**src/hdl/dtld_pkg.sv**
```systemverilog
// Package for the dual tank level debounce block.
// Holds the payload structs, configuration types and reset constants.
// Used by every module of the block; depends on nothing.
`default_nettype none

package dtld_pkg;

  // Counter widths of the product (room) tank and the drain tank probes.
  localparam int unsigned RoomCntW  = 10;
  localparam int unsigned DrainCntW = 8;

  // Configuration port widths.
  localparam int unsigned CfgIdxW  = 2;
  localparam int unsigned CfgDataW = 10;

  // Reset values of the hold times.
  localparam logic [RoomCntW-1:0]  RoomResetTicks      = RoomCntW'(20);
  localparam logic [DrainCntW-1:0] DrainResetTicks     = DrainCntW'(20);
  localparam logic [DrainCntW-1:0] DrainLongResetTicks = DrainCntW'(50);

  typedef enum logic [CfgIdxW-1:0] {
    CfgRoomDetect   = 2'd0,
    CfgDrainLow     = 2'd1,
    CfgDrainHighSht = 2'd2,
    CfgDrainHighLng = 2'd3
  } cfg_idx_e;

  typedef struct packed {
    logic room_low_probe;
    logic room_high_probe;
    logic drain_low_probe;
    logic drain_high_probe;
    logic long_filter_select;
  } in_t;

  typedef struct packed {
    logic [1:0] room_level;
    logic [1:0] drain_level;
    logic       drain_changed;
  } out_t;

  typedef struct packed {
    logic [RoomCntW-1:0]  room_detect_ticks;
    logic [DrainCntW-1:0] drain_low_detect_ticks;
    logic [DrainCntW-1:0] drain_high_short_ticks;
    logic [DrainCntW-1:0] drain_high_long_ticks;
  } cfg_t;

endpackage

`default_nettype wire

```
**src/hdl/dual_tank_level_debounce_unit.sv**
```systemverilog
// Dual tank level debounce unit: four float-switch debounce channels, level decode.
// Depends on dtld_pkg, dtld_cfg and dtld_chan.
//
// Usage: every transfer on the input channel is one sampling tick carrying the four
// raw probe bits and the long filter select for the drain high probe. Each tick
// yields exactly one result transfer with the room level, the drain level and a
// pulse that is set when either drain qualified flag changed on that tick.
// The counters and flags are updated at the edge that accepts the tick, and the
// result sits in an output register, so the result is offered in the cycle after the
// input transfer. A new tick is accepted in every cycle while the result register
// is empty or is being emptied in the same cycle, giving one tick per cycle.
// When the receiver stalls, the result register holds its contents and the input
// ready drops until it is taken; no tick is lost or repeated.
// The configuration channel is always ready and writes one of the four hold-time
// registers per transfer; it is meant to be used while no tick is in flight.
// Reset clears all run counters and qualified flags, empties the result register
// and loads the hold times with 20, 20, 20 and 50 ticks.
`default_nettype none

module dual_tank_level_debounce_unit (
  input  logic                          clk_i,
  input  logic                          rst_ni,
  input  logic                          in_valid_i,
  output logic                          in_ready_o,
  input  dtld_pkg::in_t                 in_data_i,
  output logic                          out_valid_o,
  input  logic                          out_ready_i,
  output dtld_pkg::out_t                out_data_o,
  input  logic                          cfg_valid_i,
  output logic                          cfg_ready_o,
  input  logic [dtld_pkg::CfgIdxW-1:0]  cfg_index_i,
  input  logic [dtld_pkg::CfgDataW-1:0] cfg_data_i
);
  import dtld_pkg::*;

  cfg_t            cfg;
  logic            in_fire;
  logic [DrainCntW-1:0] high_limit;
  logic [3:0]      flag_d;
  logic [3:0]      flag_q;
  out_t            out_q, out_d;
  logic            out_valid_q, out_valid_d;

  // Configuration writes never stall.
  assign cfg_ready_o = 1'b1;

  dtld_cfg u_cfg (
    .clk_i       (clk_i),
    .rst_ni      (rst_ni),
    .cfg_valid_i (cfg_valid_i),
    .cfg_index_i (cfg_index_i),
    .cfg_data_i  (cfg_data_i),
    .cfg_o       (cfg)
  );

  // The input side advances whenever the result register can take a new result.
  assign in_ready_o = !out_valid_q || out_ready_i;
  assign in_fire    = in_valid_i && in_ready_o;

  assign high_limit = in_data_i.long_filter_select ? cfg.drain_high_long_ticks
                                                   : cfg.drain_high_short_ticks;

  dtld_chan #(.CntW(RoomCntW)) u_room_low (
    .clk_i    (clk_i),
    .rst_ni   (rst_ni),
    .tick_i   (in_fire),
    .probe_i  (in_data_i.room_low_probe),
    .limit_i  (cfg.room_detect_ticks),
    .flag_d_o (flag_d[0]),
    .flag_q_o (flag_q[0])
  );

  dtld_chan #(.CntW(RoomCntW)) u_room_high (
    .clk_i    (clk_i),
    .rst_ni   (rst_ni),
    .tick_i   (in_fire),
    .probe_i  (in_data_i.room_high_probe),
    .limit_i  (cfg.room_detect_ticks),
    .flag_d_o (flag_d[1]),
    .flag_q_o (flag_q[1])
  );

  dtld_chan #(.CntW(DrainCntW)) u_drain_low (
    .clk_i    (clk_i),
    .rst_ni   (rst_ni),
    .tick_i   (in_fire),
    .probe_i  (in_data_i.drain_low_probe),
    .limit_i  (cfg.drain_low_detect_ticks),
    .flag_d_o (flag_d[2]),
    .flag_q_o (flag_q[2])
  );

  dtld_chan #(.CntW(DrainCntW)) u_drain_high (
    .clk_i    (clk_i),
    .rst_ni   (rst_ni),
    .tick_i   (in_fire),
    .probe_i  (in_data_i.drain_high_probe),
    .limit_i  (high_limit),
    .flag_d_o (flag_d[3]),
    .flag_q_o (flag_q[3])
  );

  // The level code is simply {high flag, low flag}: low, mid, error, full.
  always_comb begin
    out_d.room_level    = flag_d[1:0];
    out_d.drain_level   = flag_d[3:2];
    out_d.drain_changed = (flag_d[3:2] != flag_q[3:2]);
    out_valid_d         = out_valid_q;
    if (in_fire) begin
      out_valid_d = 1'b1;
    end else if (out_ready_i) begin
      out_valid_d = 1'b0;
    end
  end

  always_ff @(posedge clk_i or negedge rst_ni) begin
    if (!rst_ni) begin
      out_valid_q <= 1'b0;
    end else begin
      out_valid_q <= out_valid_d;
    end
  end

  // Payload register, loaded only when a tick is accepted.
  always_ff @(posedge clk_i) begin
    if (in_fire) begin
      out_q <= out_d;
    end
  end

  assign out_valid_o = out_valid_q;
  assign out_data_o  = out_q;

  // An accepted tick always leaves a result waiting in the next cycle.
  a_fire_gives_result: assert property (@(posedge clk_i) disable iff (!rst_ni)
    in_fire |=> out_valid_o)
    else $error("accepted tick produced no result");

  // Input only stalls when a result is stuck at the receiver.
  a_stall_cause: assert property (@(posedge clk_i) disable iff (!rst_ni)
    !in_ready_o |-> (out_valid_o && !out_ready_i))
    else $error("input stalled without a blocked result");

  // The drain change pulse must match a move of the registered drain flags.
  a_drain_pulse: assert property (@(posedge clk_i) disable iff (!rst_ni)
    in_fire |=> (out_data_o.drain_changed == (flag_q[3:2] != $past(flag_q[3:2]))))
    else $error("drain change pulse does not match drain flag update");

  // With a zero room hold time the room flags follow the probes on the same tick.
  a_room_zero_limit: assert property (@(posedge clk_i) disable iff (!rst_ni)
    (in_fire && (cfg.room_detect_ticks == '0)) |=>
      (out_data_o.room_level ==
       $past({in_data_i.room_high_probe, in_data_i.room_low_probe})))
    else $error("room level did not follow probes at zero hold time");

endmodule

`default_nettype wire

```
**src/hdl/dtld_cfg.sv**
```systemverilog
// Configuration register file of the dual tank level debounce block.
// Holds the four hold-time registers; depends on dtld_pkg.
`default_nettype none

module dtld_cfg (
  input  logic                            clk_i,
  input  logic                            rst_ni,
  input  logic                            cfg_valid_i,
  input  logic [dtld_pkg::CfgIdxW-1:0]    cfg_index_i,
  input  logic [dtld_pkg::CfgDataW-1:0]   cfg_data_i,
  output dtld_pkg::cfg_t                  cfg_o
);
  import dtld_pkg::*;

  cfg_t cfg_q, cfg_d;

  always_comb begin
    cfg_d = cfg_q;
    if (cfg_valid_i) begin
      case (cfg_idx_e'(cfg_index_i))
        CfgRoomDetect:   cfg_d.room_detect_ticks      = cfg_data_i[RoomCntW-1:0];
        CfgDrainLow:     cfg_d.drain_low_detect_ticks = cfg_data_i[DrainCntW-1:0];
        CfgDrainHighSht: cfg_d.drain_high_short_ticks = cfg_data_i[DrainCntW-1:0];
        CfgDrainHighLng: cfg_d.drain_high_long_ticks  = cfg_data_i[DrainCntW-1:0];
        default:         cfg_d = cfg_q;
      endcase
    end
  end

  always_ff @(posedge clk_i or negedge rst_ni) begin
    if (!rst_ni) begin
      cfg_q.room_detect_ticks      <= RoomResetTicks;
      cfg_q.drain_low_detect_ticks <= DrainResetTicks;
      cfg_q.drain_high_short_ticks <= DrainResetTicks;
      cfg_q.drain_high_long_ticks  <= DrainLongResetTicks;
    end else begin
      cfg_q <= cfg_d;
    end
  end

  assign cfg_o = cfg_q;

endmodule

`default_nettype wire

```
**src/hdl/dtld_chan.sv**
```systemverilog
// One probe debounce channel: on and off run counters plus the qualified flag.
// Depends on dtld_pkg for the default counter width.
`default_nettype none

module dtld_chan #(
  parameter int unsigned CntW = dtld_pkg::DrainCntW
) (
  input  logic            clk_i,
  input  logic            rst_ni,
  input  logic            tick_i,
  input  logic            probe_i,
  input  logic [CntW-1:0] limit_i,
  output logic            flag_d_o,
  output logic            flag_q_o
);
  import dtld_pkg::*;

  logic [CntW-1:0] on_cnt_q, on_cnt_d;
  logic [CntW-1:0] off_cnt_q, off_cnt_d;
  logic            flag_q, flag_d;
  logic [CntW-1:0] run_cnt;
  logic [CntW:0]   run_next;
  logic [CntW-1:0] run_upd;

  // The increment is one bit wider so a maximal limit saturates instead of wrapping.
  always_comb begin
    run_cnt  = probe_i ? on_cnt_q : off_cnt_q;
    run_next = {1'b0, run_cnt} + {{CntW{1'b0}}, 1'b1};
    flag_d   = flag_q;
    if (run_next >= {1'b0, limit_i}) begin
      run_upd = limit_i;
      flag_d  = probe_i;
    end else begin
      run_upd = run_next[CntW-1:0];
    end
    on_cnt_d  = probe_i ? run_upd : '0;
    off_cnt_d = probe_i ? '0 : run_upd;
  end

  always_ff @(posedge clk_i or negedge rst_ni) begin
    if (!rst_ni) begin
      on_cnt_q  <= '0;
      off_cnt_q <= '0;
      flag_q    <= 1'b0;
    end else if (tick_i) begin
      on_cnt_q  <= on_cnt_d;
      off_cnt_q <= off_cnt_d;
      flag_q    <= flag_d;
    end
  end

  assign flag_d_o = flag_d;
  assign flag_q_o = flag_q;

endmodule

`default_nettype wire

```
**config.mk**
```make
export PLATFORM = sky130hd
export DESIGN_NAME = dual_tank_level_debounce_unit
export DESIGN_NICKNAME = d
export VERILOG_FILES = /design/src/hdl/dtld_pkg.sv /design/src/hdl/dual_tank_level_debounce_unit.sv /design/src/hdl/dtld_cfg.sv /design/src/hdl/dtld_chan.sv
export SDC_FILE = /design/constraint.sdc
export NUM_CORES = 1
export LEC_CHECK = 0
export BUFFER_PORTS_ARGS = -buffer_cell sky130_fd_sc_hd__buf_2
export CAP_MARGIN = 5
export CELL_PAD_IN_SITES_DETAIL_PLACEMENT = 2
export CELL_PAD_IN_SITES_GLOBAL_PLACEMENT = 2
export CORE_AREA = 2 2 150 152
export CTS_BUF_LIST = sky130_fd_sc_hd__clkbuf_16
export CTS_CLUSTER_DIAMETER = 100
export CTS_CLUSTER_SIZE = 25
export DETAILED_ROUTE_END_ITERATION = 6
export DIE_AREA = 0 0 152 154
export PLACE_DENSITY_LB_ADDON = 0.1
export SETUP_SLACK_MARGIN = 0.15
export SLEW_MARGIN = 0
export SYNTH_ARGS = -nofsm -noshare
export SYNTH_HDL_FRONTEND = slang
export SYNTH_HIERARCHICAL = 1
export SYNTH_SLANG_ARGS = --single-unit
```
**constraint.sdc**
```tcl
create_clock -name clk_i -period 3.2 [get_ports clk_i]
set_input_delay 0.64 -clock clk_i [delete_from_list [all_inputs] [get_ports clk_i]]
set_output_delay 0.64 -clock clk_i [all_outputs]
set_load 0.01 [all_outputs]
```
==> results of run 1 <==
[how the worst max path moves through the flow]
stage | start | to | slack (ns)
floorplan | in_data_i[2] | out_data_o[0] | -0.57
global placement | in_data_i[3] | u_room_high/off_cnt_q[6] | -0.35
detailed placement | in_data_i[4] | u_room_low/off_cnt_q[5] | -0.51
CTS | u_room_high/on_cnt_q[1] | out_data_o[4] | -0.02
global route | in_data_i[4] | u_room_low/off_cnt_q[0] | -0.43
finish | in_data_i[4] | u_room_low/off_cnt_q[0] | -0.47
[timing repair]
action,CTS,global route
pin swaps,47,62
endpoints found under the setup margin,79,81
buffers inserted,35,17
hold endpoints to repair,0,0
gates cloned,1,0
gates resized for setup,114,120
[sequential cells by signal, summed over array words and instances (netlist names)]
| signal | flops |
|---|---|
| u_drain_high/on_cnt_q | 8 |
| u_drain_high/flag_q_o | 1 |
| out_valid_o | 1 |
| u_room_high/on_cnt_q | 10 |
| u_room_high/flag_q_o | 1 |
| u_room_low/flag_q_o | 1 |
| u_drain_low/flag_q_o | 1 |
| out_data_o | 5 |
| u_room_low/off_cnt_q | 10 |
| u_drain_low/on_cnt_q | 8 |
| u_room_low/on_cnt_q | 10 |
| u_room_high/off_cnt_q | 10 |
| u_cfg/cfg_o | 34 |
| u_drain_high/off_cnt_q | 8 |
| u_drain_low/off_cnt_q | 8 |
[power breakdown]
part	leakage [nW]	switching, mW	internal [mW]
registers	1.46	0.541	1.91
logic	3.25	2.47	2.30
clock network	0.296	0.792	1.30
total	5.01	3.80	5.50
[cell type report]
type,instances,area share [%]
multi-input combinational,565,49.7
sequential,116,25.3
clock inverter,15,1.63
tap,280,3.01
inverter,64,2.07
clock buffer,17,3.66
timing repair buffer,198,14.7
[layer usage]
metal | share of wire, % | vias up | track usage (%)
met2 | 55 | 194 | 51.0
li1 | - | 3303 | -
met4 | 3.8 | 0 | 8.41
met1 | 39 | 3984 | 32.3
met5 | 0 | - | 0
met3 | 2.7 | 88 | 3.89
[worst reg2reg max path: stages, from the launching register on]
cell	delay, ns
dfrtp_1	0.43
mux2_4	0.32
ha_4	0.19
xnor2_2	0.26
ha_1	0.33
a21o_1	0.20
a31oi_1	0.45
o21ai_2	0.15
a211o_1	0.39
buf_12	0.18
buf_12	0.15
nor3_4	0.28
a221o_1	0.23
[kinds of logic after synthesis]
group                    synth area share, %
AO/OA/AOI/OAI                           18.3
XOR/XNOR                                3.54
adder cells (fa/ha/maj)                 6.33
buffers and inverters                   7.01
flip-flops                              37.2
multiplexers                            12.4
other                                 0.0474
AND/OR/NAND/NOR                         15.2
[layout by cell type (no fill, tap or decap), types with 9 or more instances in the layout]
cell         n
nand2b_1    11
o2bb2ai_1   10
mux2_2      36
mux2i_1     16
ha_1        30
xnor2_1     13
buf_2       26
a21oi_4      9
a21oi_1     12
clkbuf_16   17
buf_12       9
ha_4         9
nand4_1     11
dfstp_2      9
nand3_1     24
nand3_2     10
dfrtp_1    101
inv_1       63
buf_4      126
nand2_1     53
nor3_1       9
and3_1       9
o21ai_0      9
o22ai_1     11
mux2i_4      9
nor2_1      16
buf_6       30
mux2_4      19
o2bb2ai_2    9
[per-stage QoR]
step                      hold WS (ns)  std cells  setup slack, ns  setup TNS, ns
after floorplan                  0.344        790           -0.567         -19.70
after detailed placement         0.483       1170           -0.512         -29.76
after global routing            0.0925       1255           -0.428         -15.23
after global placement           0.471       1170           -0.347         -21.00
final                           0.0817       1255           -0.473         -10.29
after CTS                       0.0860       1238          -0.0152        -0.0473
==> flow_summary.yaml, run 1 <==
detailed_routing:
  first_pass_iters: 5
  post_drt_wl_per_cell_um: 30.0
  totalWireLength_um: 37700
  ant_nets: 0
  dr_total_vias: 7569
  vias_per_cell: 6.03
  remaining_drc_errors: 0
  drt-initial-drc-count: 381
clock_tree:
  cts_hold_buf: 0
  clk_pin_slew_ns: 0.06
  cts.sinks: 116
  cts_tree: "yes"
  h-tree-depth: 4
  numCtsBuffers: 17
  clockBufferDepth: 2
  root_buffer: "clkbuf_16"
  clk_latency_ns: 0.44
finish:
  final_area_um2: 11600
  nNetsFinal: 1024
  area_growth_pct: 47.0
  ff_latch_area_um2: 2940
  finalCoreUtilization_pct: 53.6
  diodes: 0
  final_layout_size_suffix_gt1_share_pct: 49.2
  multi_input_area_um2: 5770
  fillers: 2100
sta:
  maxSlewViolCount: 0
  skew_ns: 0.0196
  max_freq_mhz: 272
  rsz0062_at_grt: "yes"
  min_period_over_period_pct: 115
  finalSetupViolCount: 70
  tightest_slew_ns: 0.929
  relSlewSlack_pct: 37.8
  timing.final.ws_setup_ns: -0.473
  hold_viol_final: 0
  period_needed_ns: 3.67
yosys:
  syn_inst: 790
  syn-cell-area_um2: 7910
  synth_cell_types: 81
  synth.top_cells.by_count: "dfrtp_1 (102), inv_1 (63), nand2_1 (59), mux2_2 (47), ha_1 (40)"
  yosysWarnings: 6
  synth_area_leaders: "dfrtp_1 (32%), mux2_2 (6.7%), ha_1 (6.3%), mux2i_1 (4.2%), dfstp_2 (3.0%)"
  ys_seq_area_share_pct: 37.2
  synth_seq_cells: 116
  syn_nets: 852
  ys_async_sr_fraction_pct: 95.7
  yosysMostFrequentCell: "dfrtp_1"
  synth_edf_count: 5
  synth_top_area_cell: "dfrtp_1"
  avgSynthCellArea_um2: 10.0
  synth_top_area_share_pct: 32.3
  synthFlopType: "dfrtp_1"
global_routing:
  grt_pass1_wl_um: 49700
  antenna_found_initial: 0
  grt_pass1_vias: 8343
  grt_remaining_overflow: 0
  grt_max_degree: 57
  grt.total_usage_pct: 27.3
status:
  violations: "negative setup slack"
  status: "finished, violations left"
critical_path:
  worst-path-buf-inv: 5
  cp_num_cells: 16
  cp_data_arrival_time_ns: 4.02
  critPathLaunchType: "primary input"
  worst_setup_path_end_kind: "register"
  reg2reg_to: "u_room_low/off_cnt_q[0]"
  criticalPathCategory: "primary input to register"
  cp_max_fo: 8
  critPathMaxStageDelay_ns: 0.39
  reg2reg_depth: 12
  cp_top_family: "compound AO/OA/AOI/OAI gates"
  cpMaxStageDelayCell: "a211o_1"
  r2r_slack_ns: -0.43
  worstPathRequired_ns: 3.55
  reg2reg_from: "u_room_low/off_cnt_q[0]"
  crit_chain: "buf_2 -> buf_4 -> nand4_1 -> buf_4 -> and2_1 -> o21ai_1 -> o21ai_0 -> ha_1 -> a21oi_2 -> o21a_1 -> o21ai_2 -> a211o_1 -> buf_12 -> buf_12 -> nor3_4 -> a221o_1"
placed_design:
  routabilityCongestion: 0.822
  hpwlAfterDp_um: 19700
  port_buffers: 28
  dpl-instance-area_um2: 9270
die:
  rows: 54
  initial_core_util_pct: 36.5
  die_x_um: 152
  die-height_um: 154
  core_um2: 21700
  pin_count: 30
  die_area_um2: 23400
hold_path:
  hold_path.class: "primary input to async pin"
job:
  drv_cap: 0
power_and_ir_drop:
  p_leak_nw: 5.01
  powerDensity_nw_per_um2: 800
  total_power_mw: 9.30
  peakVddDrop_mv: 0.451
Note: power is estimated with default switching activity, not from simulation.
==> run 2: changes to the inputs <==
- SKIP_LAST_GASP: unset -> 1
==> flow_summary.yaml, run 2 (same netlist as run 1, synthesis figures left out) <==
status:
  status: "finished, violations left"
  violations: "negative setup slack"
critical_path:
  critPathMaxStageDelay_ns: 0.42
  cp_num_cells: 16
  cpMaxStageDelayCell: "dfrtp_1"
  criticalPathCategory: "register to register"
  cp_data_arrival_time_ns: 3.94
  reg2reg_to: "u_room_low/off_cnt_q[0]"
  cp_top_family: "compound AO/OA/AOI/OAI gates"
  worst_setup_path_end_kind: "register"
  reg2reg_depth: 16
  reg2reg_from: "u_room_low/off_cnt_q[0]"
  crit_chain: "buf_4 -> nand3_1 -> o22ai_4 -> nand2_1 -> xnor2_1 -> nand2_1 -> o21ai_2 -> ha_1 -> nand2_1 -> o21a_1 -> o21ai_2 -> a211o_1 -> buf_12 -> buf_12 -> nor3_4 -> a221o_1"
  worst-path-buf-inv: 3
  r2r_slack_ns: -0.39
  worstPathRequired_ns: 3.55
  crit_path_frequent_cell: "nand2_1"
  cp_max_fo: 8
  critPathLaunchType: "register"
detailed_routing:
  drt-initial-drc-count: 324
  ant_nets: 0
  remaining_drc_errors: 0
  first_pass_iters: 4
  dr_total_vias: 7545
  totalWireLength_um: 36900
  post_drt_wl_per_cell_um: 29.5
  vias_per_cell: 6.03
global_routing:
  grt_pass1_wl_um: 48600
  grt_pass1_vias: 8212
  grt_max_degree: 57
  antenna_found_initial: 0
  grt.total_usage_pct: 26.7
  grt_remaining_overflow: 0
sta:
  relSlewSlack_pct: 34.6
  hold_slack_ns: 0.0871
  tightest_slew_ns: 0.981
  timing.final.ws_setup_ns: -0.387
  finalSetupViolCount: 66
  min_period_over_period_pct: 112
  max_freq_mhz: 279
  hold_viol_final: 0
  period_needed_ns: 3.59
  skew_ns: 0.0125
  maxSlewViolCount: 0
  rsz0062_at_grt: "yes"
finish:
  largest_reg_flops: 34
  area_growth_pct: 45.6
  mostFrequentLayoutCells: "buf_4 (127), dfrtp_1 (101), inv_1 (63), nand2_1 (53), mux2_2 (38)"
  final_cells: 1252
  layout_commonest_cell: "buf_4"
  nNetsFinal: 1021
  final_layout_size_suffix_gt1_share_pct: 48.7
  diodes: 0
  final_area_um2: 11500
  finalCoreUtilization_pct: 53.1
die:
  die_area_um2: 23400
  die_x_um: 152
  pin_count: 30
  die-height_um: 154
  core_um2: 21700
  initial_core_util_pct: 36.5
  rows: 54
placed_design:
  hpwlAfterDp_um: 19700
  place_ws_ns: -0.512
  port_buffers: 28
  placedCellCount: 1170
  dpl-instance-area_um2: 9270
  routabilityCongestion: 0.822
clock_tree:
  numCtsBuffers: 17
  clk_latency_ns: 0.43
  cts_hold_buf: 0
  clockBufferDepth: 2
  root_buffer: "clkbuf_16"
  cts_tree: "yes"
  clk_pin_slew_ns: 0.06
  h-tree-depth: 4
  cts.sinks: 116
power_and_ir_drop:
  peakVddDrop_mv: 0.450
  powerDensity_nw_per_um2: 797
  p_leak_nw: 4.98
hold_path:
  hold_path.class: "primary input to async pin"
job:
  drv_cap: 0
[run 2: worst max path at each step]
stage | from | endpoint | slack, ns
floorplan | in_data_i[2] | out_data_o[0] | -0.57
global placement | in_data_i[3] | u_room_high/off_cnt_q[6] | -0.35
detailed placement | in_data_i[4] | u_room_low/off_cnt_q[5] | -0.51
CTS | u_room_high/on_cnt_q[1] | out_data_o[4] | -0.02
global route | u_room_low/off_cnt_q[0] | u_room_low/off_cnt_q[0] | -0.45
finish | u_room_low/off_cnt_q[0] | u_room_low/off_cnt_q[0] | -0.39
[run 2: final cells by class]
type                    instances  area (µm²)
clock inverters                15         189
clock buffers                  17         425
well taps                     280         350
fillers                      2080       10200
inverters                      64         240
flip-flops and latches        116        2940
multi-input cells             565        5710
repair buffers                195        1650
[run 2: worst reg2reg max path, cell delays in order (launching register included)]
cell     delay, ns
dfrtp_1       0.42
buf_4         0.20
nand3_1       0.25
o22ai_4       0.25
nand2_1       0.15
xnor2_1       0.20
nand2_1       0.10
o21ai_2       0.09
ha_1          0.28
nand2_1       0.09
o21a_1        0.18
o21ai_2       0.09
a211o_1       0.39
buf_12        0.18
buf_12        0.15
nor3_4        0.25
a221o_1       0.23
[run 2: stage by stage]
step | TNS, ns | power [mW]
finish | -11.08 | 9.17
global route | -16.54 | 9.54
CTS | -0.0473 | 8.25
detailed placement | -29.76 | 5.46
global placement | -21.00 | 5.24
floorplan | -19.70 | 4.21
[run 2: where the power goes]
part,switching (mW),total [mW],internal [mW]
registers,0.551,2.46,1.91
logic,2.41,4.62,2.21
clock network,0.802,2.10,1.30
total,3.76,9.17,5.41
[run 2: per-layer routing]
layer / vias to the layer above / global-route usage, % / share of wire (%)
met1: 3991 / 31.5 / 40
met3: 78 / 4.17 / 2.6
li1: 3305 / - / -
met5: - / 0 / 0
met4: 0 / 7.39 / 3.2
met2: 171 / 50.2 / 54
[run 2: what timing repair did]
action,in CTS,in global routing
pin swaps,41,48
buffers inserted,35,15
resized for setup,103,114
endpoints found under the setup margin,79,81
cloned,1,0
